`src/sv/clock_page_replacement_unit_assert.svh`:
```
// assertion macros for the clock page replacement unit
// used by cpr_ctrl and cpr_datapath, no other dependencies
`ifndef CLOCK_PAGE_REPLACEMENT_UNIT_ASSERT_SVH
`define CLOCK_PAGE_REPLACEMENT_UNIT_ASSERT_SVH

// same-cycle implication, disabled in reset
`define CPR_ASSERT_IMP(label, clk, rst_n, ante, cons) \
    label: assert property (@(posedge clk) disable iff (!rst_n) (ante) |-> (cons)) \
        else $error("cpr assertion failed");

// next-cycle implication, disabled in reset
`define CPR_ASSERT_NXT(label, clk, rst_n, ante, cons) \
    label: assert property (@(posedge clk) disable iff (!rst_n) (ante) |=> (cons)) \
        else $error("cpr assertion failed");

`endif

```
`src/sv/cpr_pkg.sv`:
```
// shared types and constants of the clock page replacement unit
// no dependencies
package cpr_pkg;

    localparam int MAX_FRAMES = 16;
    localparam int PAGE_W     = 8;
    localparam int FRAME_W    = $clog2(MAX_FRAMES);
    localparam int CNT_W      = $clog2(MAX_FRAMES + 1);
    localparam int FAULT_W    = 32;

    typedef enum logic [1:0] {
        S_IDLE,
        S_LOOKUP,
        S_SWEEP
    } t_state;

    // controller to datapath
    typedef struct packed {
        logic load_req;    // capture the request
        logic hit_commit;  // mark hit frame, load result
        logic sweep_start; // place the scan pointer at the hand, or at frame 0 if the hand is out of range
        logic sweep_step;  // clear reference bit, advance scan
        logic fill;        // replace frame at scan, load result
    } t_cmd;

    // datapath to controller
    typedef struct packed {
        logic hit;
        logic scan_ref;
    } t_sts;

endpackage

```
`src/sv/cpr_intf.sv`:
```
// request and result channel interfaces
// depends on cpr_pkg
interface cpr_req_if import cpr_pkg::*; ();
    logic              valid;
    logic              ready;
    logic [PAGE_W-1:0] page;
    logic              last;

    modport source (output valid, page, last, input ready);
    modport sink   (input valid, page, last, output ready);
endinterface

interface cpr_rsp_if import cpr_pkg::*; ();
    logic               valid;
    logic               ready;
    logic               fault;
    logic [FRAME_W-1:0] frame;
    logic               evicted_valid;
    logic [PAGE_W-1:0]  evicted_page;
    logic               evicted_dirty;
    logic [FAULT_W-1:0] fault_total;
    logic               last_out;

    modport source (output valid, fault, frame, evicted_valid, evicted_page,
                    evicted_dirty, fault_total, last_out, input ready);
    modport sink   (input valid, fault, frame, evicted_valid, evicted_page,
                    evicted_dirty, fault_total, last_out, output ready);
endinterface

```
`src/sv/cpr_datapath.sv`:
```
// frame store, clock hand, fault counter and result register
// depends on cpr_pkg and the assertion macro header
`include "clock_page_replacement_unit_assert.svh"

module cpr_datapath import cpr_pkg::*; (
    input  logic               i_clk,
    input  logic               i_rst_n,
    input  logic               i_cfg_we,
    input  logic [CNT_W-1:0]   i_cfg_wdata,
    input  logic [PAGE_W-1:0]  i_page,
    input  logic               i_last,
    input  t_cmd               i_cmd,
    output t_sts               o_sts,
    output logic               o_fault,
    output logic [FRAME_W-1:0] o_frame,
    output logic               o_evicted_valid,
    output logic [PAGE_W-1:0]  o_evicted_page,
    output logic               o_evicted_dirty,
    output logic [FAULT_W-1:0] o_fault_total,
    output logic               o_last_out
);

    logic [CNT_W-1:0]   r_frames;
    logic [PAGE_W-1:0]  r_page;
    logic               r_last;
    logic [PAGE_W-1:0]  r_pg    [MAX_FRAMES];
    logic               r_valid [MAX_FRAMES];
    logic               r_ref   [MAX_FRAMES];
    logic               r_dirty [MAX_FRAMES];
    logic [FRAME_W-1:0] r_hand;
    logic [FRAME_W-1:0] r_scan;
    logic [FAULT_W-1:0] r_cnt;

    logic               r_fault;
    logic [FRAME_W-1:0] r_frame;
    logic               r_ev_valid;
    logic [PAGE_W-1:0]  r_ev_page;
    logic               r_ev_dirty;
    logic [FAULT_W-1:0] r_total;
    logic               r_last_out;

    logic [CNT_W-1:0]   n_act;
    logic               hit;
    logic [FRAME_W-1:0] hit_idx;
    logic [FRAME_W-1:0] scan_inc;
    logic [FAULT_W-1:0] cnt_inc;

    // clamp the frame count to 1..MAX_FRAMES
    always_comb begin
        n_act = r_frames;
        if (r_frames == '0) begin
            n_act = CNT_W'(1);
        end else if (r_frames > CNT_W'(MAX_FRAMES)) begin
            n_act = CNT_W'(MAX_FRAMES);
        end
    end

    // parallel match, lowest frame wins
    always_comb begin
        hit     = 1'b0;
        hit_idx = '0;
        for (int i = MAX_FRAMES - 1; i >= 0; i--) begin
            if (r_valid[i] && r_pg[i] == r_page && CNT_W'(i) < n_act) begin
                hit     = 1'b1;
                hit_idx = FRAME_W'(i);
            end
        end
    end

    assign scan_inc = (CNT_W'(r_scan) + CNT_W'(1) == n_act) ? '0 : r_scan + FRAME_W'(1);
    assign cnt_inc  = (&r_cnt) ? r_cnt : r_cnt + FAULT_W'(1);

    assign o_sts.hit      = hit;
    assign o_sts.scan_ref = r_ref[r_scan];

    always_ff @(posedge i_clk) begin
        if (!i_rst_n) begin
            r_frames <= CNT_W'(MAX_FRAMES);
            r_hand   <= '0;
            r_cnt    <= '0;
            for (int i = 0; i < MAX_FRAMES; i++) begin
                r_valid[i] <= 1'b0;
                r_ref[i]   <= 1'b0;
            end
        end else begin
            if (i_cfg_we) begin
                r_frames <= i_cfg_wdata;
            end
            if (i_cmd.hit_commit) begin
                r_ref[hit_idx] <= 1'b1;
            end
            if (i_cmd.sweep_step) begin
                r_ref[r_scan] <= 1'b0;
            end
            if (i_cmd.fill) begin
                r_valid[r_scan] <= 1'b1;
                r_ref[r_scan]   <= 1'b1;
                r_hand          <= scan_inc;
                r_cnt           <= cnt_inc;
            end
        end
    end

    // payload registers
    always_ff @(posedge i_clk) begin
        if (i_cmd.load_req) begin
            r_page <= i_page;
            r_last <= i_last;
        end
        if (i_cmd.sweep_start) begin
            r_scan <= (CNT_W'(r_hand) >= n_act) ? '0 : r_hand;
        end else if (i_cmd.sweep_step) begin
            r_scan <= scan_inc;
        end
        if (i_cmd.hit_commit) begin
            r_dirty[hit_idx] <= 1'b1;
            r_fault          <= 1'b0;
            r_frame          <= hit_idx;
            r_ev_valid       <= 1'b0;
            r_ev_page        <= '0;
            r_ev_dirty       <= 1'b0;
            r_total          <= r_cnt;
            r_last_out       <= r_last;
        end
        if (i_cmd.fill) begin
            r_pg[r_scan]    <= r_page;
            r_dirty[r_scan] <= 1'b0;
            r_fault         <= 1'b1;
            r_frame         <= r_scan;
            r_ev_valid      <= r_valid[r_scan];
            r_ev_page       <= r_valid[r_scan] ? r_pg[r_scan] : '0;
            r_ev_dirty      <= r_valid[r_scan] & r_dirty[r_scan];
            r_total         <= cnt_inc;
            r_last_out      <= r_last;
        end
    end

    assign o_fault         = r_fault;
    assign o_frame         = r_frame;
    assign o_evicted_valid = r_ev_valid;
    assign o_evicted_page  = r_ev_page;
    assign o_evicted_dirty = r_ev_dirty;
    assign o_fault_total   = r_total;
    assign o_last_out      = r_last_out;

    `CPR_ASSERT_IMP(a_scan_in_range, i_clk, i_rst_n, i_cmd.sweep_step || i_cmd.fill, CNT_W'(r_scan) < n_act)
    `CPR_ASSERT_IMP(a_fill_unreferenced, i_clk, i_rst_n, i_cmd.fill, !r_ref[r_scan])
    `CPR_ASSERT_NXT(a_fill_counts, i_clk, i_rst_n, i_cmd.fill, r_cnt != '0 && r_fault)

endmodule

```
`src/sv/cpr_ctrl.sv`:
```
// sequencing state machine and result valid flag
// depends on cpr_pkg and the assertion macro header
`include "clock_page_replacement_unit_assert.svh"

module cpr_ctrl import cpr_pkg::*; (
    input  logic i_clk,
    input  logic i_rst_n,
    input  logic i_in_valid,
    output logic o_in_ready,
    input  logic i_out_ready,
    output logic o_out_valid,
    input  t_sts i_sts,
    output t_cmd o_cmd
);

    t_state r_state, n_state;
    logic   r_out_valid, n_out_valid;
    logic   out_free;

    assign out_free = !r_out_valid || i_out_ready;

    always_ff @(posedge i_clk) begin
        if (!i_rst_n) begin
            r_state     <= S_IDLE;
            r_out_valid <= 1'b0;
        end else begin
            r_state     <= n_state;
            r_out_valid <= n_out_valid;
        end
    end

    always_comb begin
        n_state    = r_state;
        o_cmd      = '0;
        o_in_ready = 1'b0;
        unique case (r_state)
            S_IDLE: begin
                o_in_ready = 1'b1;
                if (i_in_valid) begin
                    o_cmd.load_req = 1'b1;
                    n_state        = S_LOOKUP;
                end
            end
            S_LOOKUP: begin
                if (!i_sts.hit) begin
                    o_cmd.sweep_start = 1'b1;
                    n_state           = S_SWEEP;
                end else if (out_free) begin
                    o_cmd.hit_commit = 1'b1;
                    n_state          = S_IDLE;
                end
            end
            S_SWEEP: begin
                if (i_sts.scan_ref) begin
                    o_cmd.sweep_step = 1'b1;
                end else if (out_free) begin
                    o_cmd.fill = 1'b1;
                    n_state    = S_IDLE;
                end
            end
            default: begin
                n_state = S_IDLE;
            end
        endcase
        n_out_valid = (r_out_valid && !i_out_ready) || o_cmd.hit_commit || o_cmd.fill;
    end

    assign o_out_valid = r_out_valid;

    `CPR_ASSERT_NXT(a_accept_to_lookup, i_clk, i_rst_n, i_in_valid && o_in_ready, r_state == S_LOOKUP)
    `CPR_ASSERT_IMP(a_no_overwrite, i_clk, i_rst_n, o_cmd.hit_commit || o_cmd.fill, out_free)
    `CPR_ASSERT_NXT(a_result_follows, i_clk, i_rst_n, o_cmd.hit_commit || o_cmd.fill, r_out_valid && r_state == S_IDLE)

endmodule

```
`src/sv/clock_page_replacement_unit.sv`:
```
// top level of the clock page replacement unit
// depends on cpr_pkg, cpr_intf, cpr_ctrl and cpr_datapath
//
// Clock (second chance) page replacement over up to 16 frames. Each request
// carries a page number; the unit searches the frames in use for it by a
// parallel compare. A hit marks the frame referenced and dirty. A miss
// starts the clock hand sweep: one frame per cycle, every referenced frame
// passed has its bit cleared, and the page is loaded into the first
// unreferenced frame, after which the hand moves one past it. A request is
// taken in S_IDLE and looked up in S_LOOKUP; a hit then loads the result
// register, a fault goes on to S_SWEEP, where the single sweep pointer steps
// over each referenced frame (at most frames_in_use) before the fill. One
// request is worked on at a time; the result sits in an output register, so
// the next request is taken while the previous result still waits. The
// frames_in_use register (reset 16, 0 acts as 1, above 16 acts as 16) is
// written through i_cfg_we / i_cfg_wdata and must only change while the
// unit is idle. The fault count saturates at all ones.
module clock_page_replacement_unit import cpr_pkg::*; (
    input  logic             i_clk,
    input  logic             i_rst_n,
    input  logic             i_cfg_we,
    input  logic [CNT_W-1:0] i_cfg_wdata,
    cpr_req_if.sink          i_req,
    cpr_rsp_if.source        o_rsp
);

    // command and status between sequencer and datapath
    t_cmd cmd;
    t_sts sts;

    // sequencer: lookup, hand sweep, result handoff
    cpr_ctrl u_ctrl (
        .i_clk       (i_clk),
        .i_rst_n     (i_rst_n),
        .i_in_valid  (i_req.valid),
        .o_in_ready  (i_req.ready),
        .i_out_ready (o_rsp.ready),
        .o_out_valid (o_rsp.valid),
        .i_sts       (sts),
        .o_cmd       (cmd)
    );

    // frame store, hand, fault counter and the result register
    cpr_datapath u_dp (
        .i_clk           (i_clk),
        .i_rst_n         (i_rst_n),
        .i_cfg_we        (i_cfg_we),
        .i_cfg_wdata     (i_cfg_wdata),
        .i_page          (i_req.page),
        .i_last          (i_req.last),
        .i_cmd           (cmd),
        .o_sts           (sts),
        .o_fault         (o_rsp.fault),
        .o_frame         (o_rsp.frame),
        .o_evicted_valid (o_rsp.evicted_valid),
        .o_evicted_page  (o_rsp.evicted_page),
        .o_evicted_dirty (o_rsp.evicted_dirty),
        .o_fault_total   (o_rsp.fault_total),
        .o_last_out      (o_rsp.last_out)
    );

endmodule

```
`src/flat_wrapper.sv`:
```
// flat-port wrapper written by rule: the top's interface ports become plain ports
module clock_page_replacement_unit_flat import cpr_pkg::*;
  (i_clk, i_rst_n, i_cfg_we, i_cfg_wdata, i_req_valid, i_req_page, i_req_last, i_req_ready, o_rsp_valid, o_rsp_fault, o_rsp_frame, o_rsp_evicted_valid, o_rsp_evicted_page, o_rsp_evicted_dirty, o_rsp_fault_total, o_rsp_last_out, o_rsp_ready);
  cpr_req_if i_req_i ();
  cpr_rsp_if o_rsp_i ();
  input  logic i_clk;
  input  logic i_rst_n;
  input  logic i_cfg_we;
  input  logic [CNT_W-1:0] i_cfg_wdata;
  input wire logic [$bits(i_req_i.valid)-1:0] i_req_valid;
  input wire logic [$bits(i_req_i.page)-1:0] i_req_page;
  input wire logic [$bits(i_req_i.last)-1:0] i_req_last;
  output wire logic [$bits(i_req_i.ready)-1:0] i_req_ready;
  output wire logic [$bits(o_rsp_i.valid)-1:0] o_rsp_valid;
  output wire logic [$bits(o_rsp_i.fault)-1:0] o_rsp_fault;
  output wire logic [$bits(o_rsp_i.frame)-1:0] o_rsp_frame;
  output wire logic [$bits(o_rsp_i.evicted_valid)-1:0] o_rsp_evicted_valid;
  output wire logic [$bits(o_rsp_i.evicted_page)-1:0] o_rsp_evicted_page;
  output wire logic [$bits(o_rsp_i.evicted_dirty)-1:0] o_rsp_evicted_dirty;
  output wire logic [$bits(o_rsp_i.fault_total)-1:0] o_rsp_fault_total;
  output wire logic [$bits(o_rsp_i.last_out)-1:0] o_rsp_last_out;
  input wire logic [$bits(o_rsp_i.ready)-1:0] o_rsp_ready;
  assign i_req_i.valid = i_req_valid;
  assign i_req_i.page = i_req_page;
  assign i_req_i.last = i_req_last;
  assign i_req_ready = i_req_i.ready;
  assign o_rsp_valid = o_rsp_i.valid;
  assign o_rsp_fault = o_rsp_i.fault;
  assign o_rsp_frame = o_rsp_i.frame;
  assign o_rsp_evicted_valid = o_rsp_i.evicted_valid;
  assign o_rsp_evicted_page = o_rsp_i.evicted_page;
  assign o_rsp_evicted_dirty = o_rsp_i.evicted_dirty;
  assign o_rsp_fault_total = o_rsp_i.fault_total;
  assign o_rsp_last_out = o_rsp_i.last_out;
  assign o_rsp_i.ready = o_rsp_ready;
  clock_page_replacement_unit u_core (.i_clk(i_clk), .i_rst_n(i_rst_n), .i_cfg_we(i_cfg_we), .i_cfg_wdata(i_cfg_wdata), .i_req(i_req_i), .o_rsp(o_rsp_i));
endmodule
```
`config.mk`:
```
export PLATFORM = sky130hd
export DESIGN_NAME = clock_page_replacement_unit_flat
export DESIGN_NICKNAME = d
export VERILOG_FILES = /design/src/sv/cpr_pkg.sv /design/src/sv/cpr_intf.sv /design/src/sv/cpr_datapath.sv /design/src/sv/cpr_ctrl.sv /design/src/sv/clock_page_replacement_unit.sv /design/src/flat_wrapper.sv
export VERILOG_INCLUDE_DIRS = /design/src /design/src/sv
export SDC_FILE = /design/constraint.sdc
export NUM_CORES = 1
export LEC_CHECK = 0
export ABC_CLOCK_PERIOD_IN_PS = 4300
export BUFFER_PORTS_ARGS = -buffer_cell sky130_fd_sc_hd__buf_2
export CAP_MARGIN = 20
export CORE_MARGIN = 4
export CORE_UTILIZATION = 50
export DETAILED_ROUTE_END_ITERATION = 10
export PLACE_DENSITY = 0.71
export SLEW_MARGIN = 10
export SYNTH_ARGS = -nofsm -noshare
export SYNTH_HDL_FRONTEND = slang
export SYNTH_SLANG_ARGS = --single-unit
```
`constraint.sdc`:
```
create_clock -name i_clk -period 4.3 [get_ports i_clk]
set_clock_uncertainty 0.05 [all_clocks]
set_input_delay 0.43 -clock i_clk [delete_from_list [all_inputs] [get_ports i_clk]]
set_output_delay 0.43 -clock i_clk [all_outputs]
set_load 0.01 [all_outputs]
```
==> flow_summary.ini <==
[status]
status = completed

[timing]
max_slew_margin_pct = 31.72
finalSetupViolCount = 0
max_freq_ghz = 0.2571
drv_slew = 0
rsz0062_at_grt = false
finalHoldViolCount = 0
layout_setup_ws_ps = 410.4
tightest_slew_ps = 1023
final.setup.tns_ps = 0
hold_slack_ps = 62.22
fin_crit_sh_pct = 90.46
min_period_ps = 3890

[worst_setup_path]
crit_path_max_fanout = 19
crit_top_cell = a21oi_1
crit_path_end_kind = register
rr_startpoint = u_core.u_dp.r_frames[4]$_SDFFE_PN1P_
r2r_slack_ps = 410
slowest_delay_ps = 720
arrival_ps = 4260
crit_chain = or2_1, a21oi_1, nor4_1, a21oi_1, o32ai_1, a211oi_1, a21oi_1, or3b_2, mux2i_1
crit_type = register to register
cp-start-kind = register
crit_required_ps = 4670
slowest_stage = dfxtp_1
startpoint = u_core.u_dp.r_frames[4]$_SDFFE_PN1P_

[synth]
syn_area_per_cell_um2 = 12.78
synth-warning-count = 0
synthAdderAreaFrac_pct = 0.8159
synth_edf_count = 204
synth_top_area_share_pct = 45.40
synth-compound-area-share_pct = 3.672
synth-async-reset-ratio_pct = 0
ys_ff_latch = 285
synth-simple-area-share_pct = 14.35
synth_flop_cell = edfxtp_1
synth_xor_area_share_pct = 10.58
yosysUniqueCellTypes = 59
ys_seq_area_share_pct = 57.41
synth_top_family_by_area = simple AND/OR/NAND/NOR gates
synth_nets = 1083
synthMuxAreaShare_pct = 10.91
synth.area.top_cells = edfxtp_1, dfxtp_1, mux4_2, xnor2_1, nor2_1
synth_top_area_cell = edfxtp_1
netlist_instances = 1056
synth_area_um2 = 13490

[floorplanning]
dieArea_um2 = 29680
rows = 59
coreArea_um2 = 26280
ios = 69
die_width_um = 172.3
die_h_um = 172.3
start_util_pct = 51.35

[clock_network]
tritoncts = yes
worstSkewPairLatency_ps = 550
cts_buffers = 29
htreeDepth = 1
cts_root_buffer = clkbuf_16
cts.clk_slew.worst_paths_ps = 60
clock_sinks = 285
cts.path.max_buffers = 3
cts_setup_buffers = 0

[pwr]
leakage_nw = 5.260
peakVddDrop_uv = 358.3
power.density_nw_per_um2 = 392.1
finalPower_mw = 6.045

[layout]
final_nets = 1168
area_growth_pct = 14.24
fill_cells = 2154
drive_gt1_share_pct = 19.67
final_area_um2 = 15420
finish.utilization_pct = 58.66
final_cells = 1499
antenna_cells = 0
multiInputGateArea_um2 = 5448
layout.area.seq_um2 = 7749

[worst_hold_path]
hold_start = i_cfg_wdata[4]
hp-class = input port to register

[global_route]
grt_max_degree = 51
first_global_vias = 8678
overflow = 0
antenna_found_initial = 1
grt_pass1_wl_um = 49520
track_usage_pct = 21.54

[run]
cap_violations = 0

[route]
ant_nets = 0
routedWlPerCell_um = 21.11
drt_iter0_markers = 743
firstDrtPassIters = 5
wirelength_um = 31640
via_per_inst = 5.807
via_count = 8704
drcViolationCount = 0

[placement]
numPlacedInstances = 1435
hpwl_um = 22120
dp_slack_ps = 412.3
place_area_um2 = 14310
port_buffers = 68
place.gp.congestion = 0.8749
==> layer usage <==
metal  up-vias  GRT usage (%)  share of wire [%]
met5         -              0              0.063
met1      4279          30.02                 43
met4         2          6.220                2.9
li1       4042              -                  -
met2       312          34.78                 47
met3        69          4.184                7.0
==> critical path, delay by kind of cell (launching register included) <==
| kind | cells | cell delay, ps |
|---|---|---|
| multiplexers | 1 | 130 |
| AO/OA/AOI/OAI | 5 | 1270 |
| AND/OR/NAND/NOR | 3 | 1580 |
| flip-flops | 1 | 720 |
==> cells in the final DEF, fill, tap and decap left out, types with 6 or more instances in the layout <==
cell type and n:
xnor2_1 120, mux2i_1 20, xor2_1 43, dlygate4sd3_1 9
buf_2 68, o311ai_0 6, nand3_1 38, nand4_1 27
and3_1 14, a21oi_1 13, and2_1 39, nand2b_1 18
o21ai_0 12, buf_4 33, clkbuf_8 8, dfxtp_1 80
nor4_1 12, clkbuf_1 7, edfxtp_1 204, clkbuf_16 31
nor2_1 107, nand2_1 63, ha_1 8, a31oi_1 6
mux4_2 55, inv_1 15, nor3_1 22
==> where the power goes <==
group          internal (mW)  total [mW]  switching, mW
sequential              2.98        3.03         0.0476
clock                   1.57        2.59           1.02
combinational          0.185       0.427          0.243
==> Yosys cell counts (22+ instances only) <==
library cell and instances:
nand4_1 27, clkbuf_1 33, nand3_1 38, and2_1 39
xor2_1 43, xnor2_1 120, nand2_1 64, nor3_1 22
dfxtp_1 81, nor2_1 108, edfxtp_1 204, mux4_2 55
==> logic make-up (layout without fill, tap and decap cells) <==
group | Yosys count | count (layout)
AND/OR/NAND/NOR | 376 | 376
buffers and inverters | 74 | 182
AO/OA/AOI/OAI | 71 | 71
XOR/XNOR | 163 | 163
multiplexers | 78 | 78
flip-flops | 285 | 285
adder cells (fa/ha/maj) | 9 | 9
==> registers in the layout (all words and copies together), names as in the netlist, 8 cells and up, named ones only <==
name,flops
u_core.u_dp.r_pg,128
u_core.u_dp.r_valid,16
u_core.u_dp.r_page,8
u_core.u_dp.r_dirty,16
u_core.u_dp.r_ref,16
u_core.u_dp.o_evicted_page,8
u_core.u_dp.r_cnt,32
u_core.u_dp.o_fault_total,32
==> worst paths after layout <==
check | end | cells after the start
min reg2reg | u_core.u_dp.o_last_out$_DFFE_PP_ | 0
min | u_core.u_dp.r_frames[4]$_SDFFE_PN1P_ | 3
max | u_core.u_dp.r_ref[14]$_DFF_P_ | 9
max reg2reg | u_core.u_dp.r_ref[14]$_DFF_P_ | 9
==> what timing repair did <==
action	CTS	global route
hold buffers	9	0
setup endpoints to repair	0	1
endpoints found under the hold margin	9	0
resized for setup	0	1
==> area by class of cell <==
cell class / instances / share of cell area, %
clock buffer: 46 / 5.917
clock inverter: 8 / 0.6087
inverter: 15 / 0.3652
multi-input combinational: 697 / 35.34
sequential: 285 / 50.26
tap: 335 / 2.719
timing repair buffer: 113 / 4.789
No activity file was read; power rests on OpenSTA's default activity.
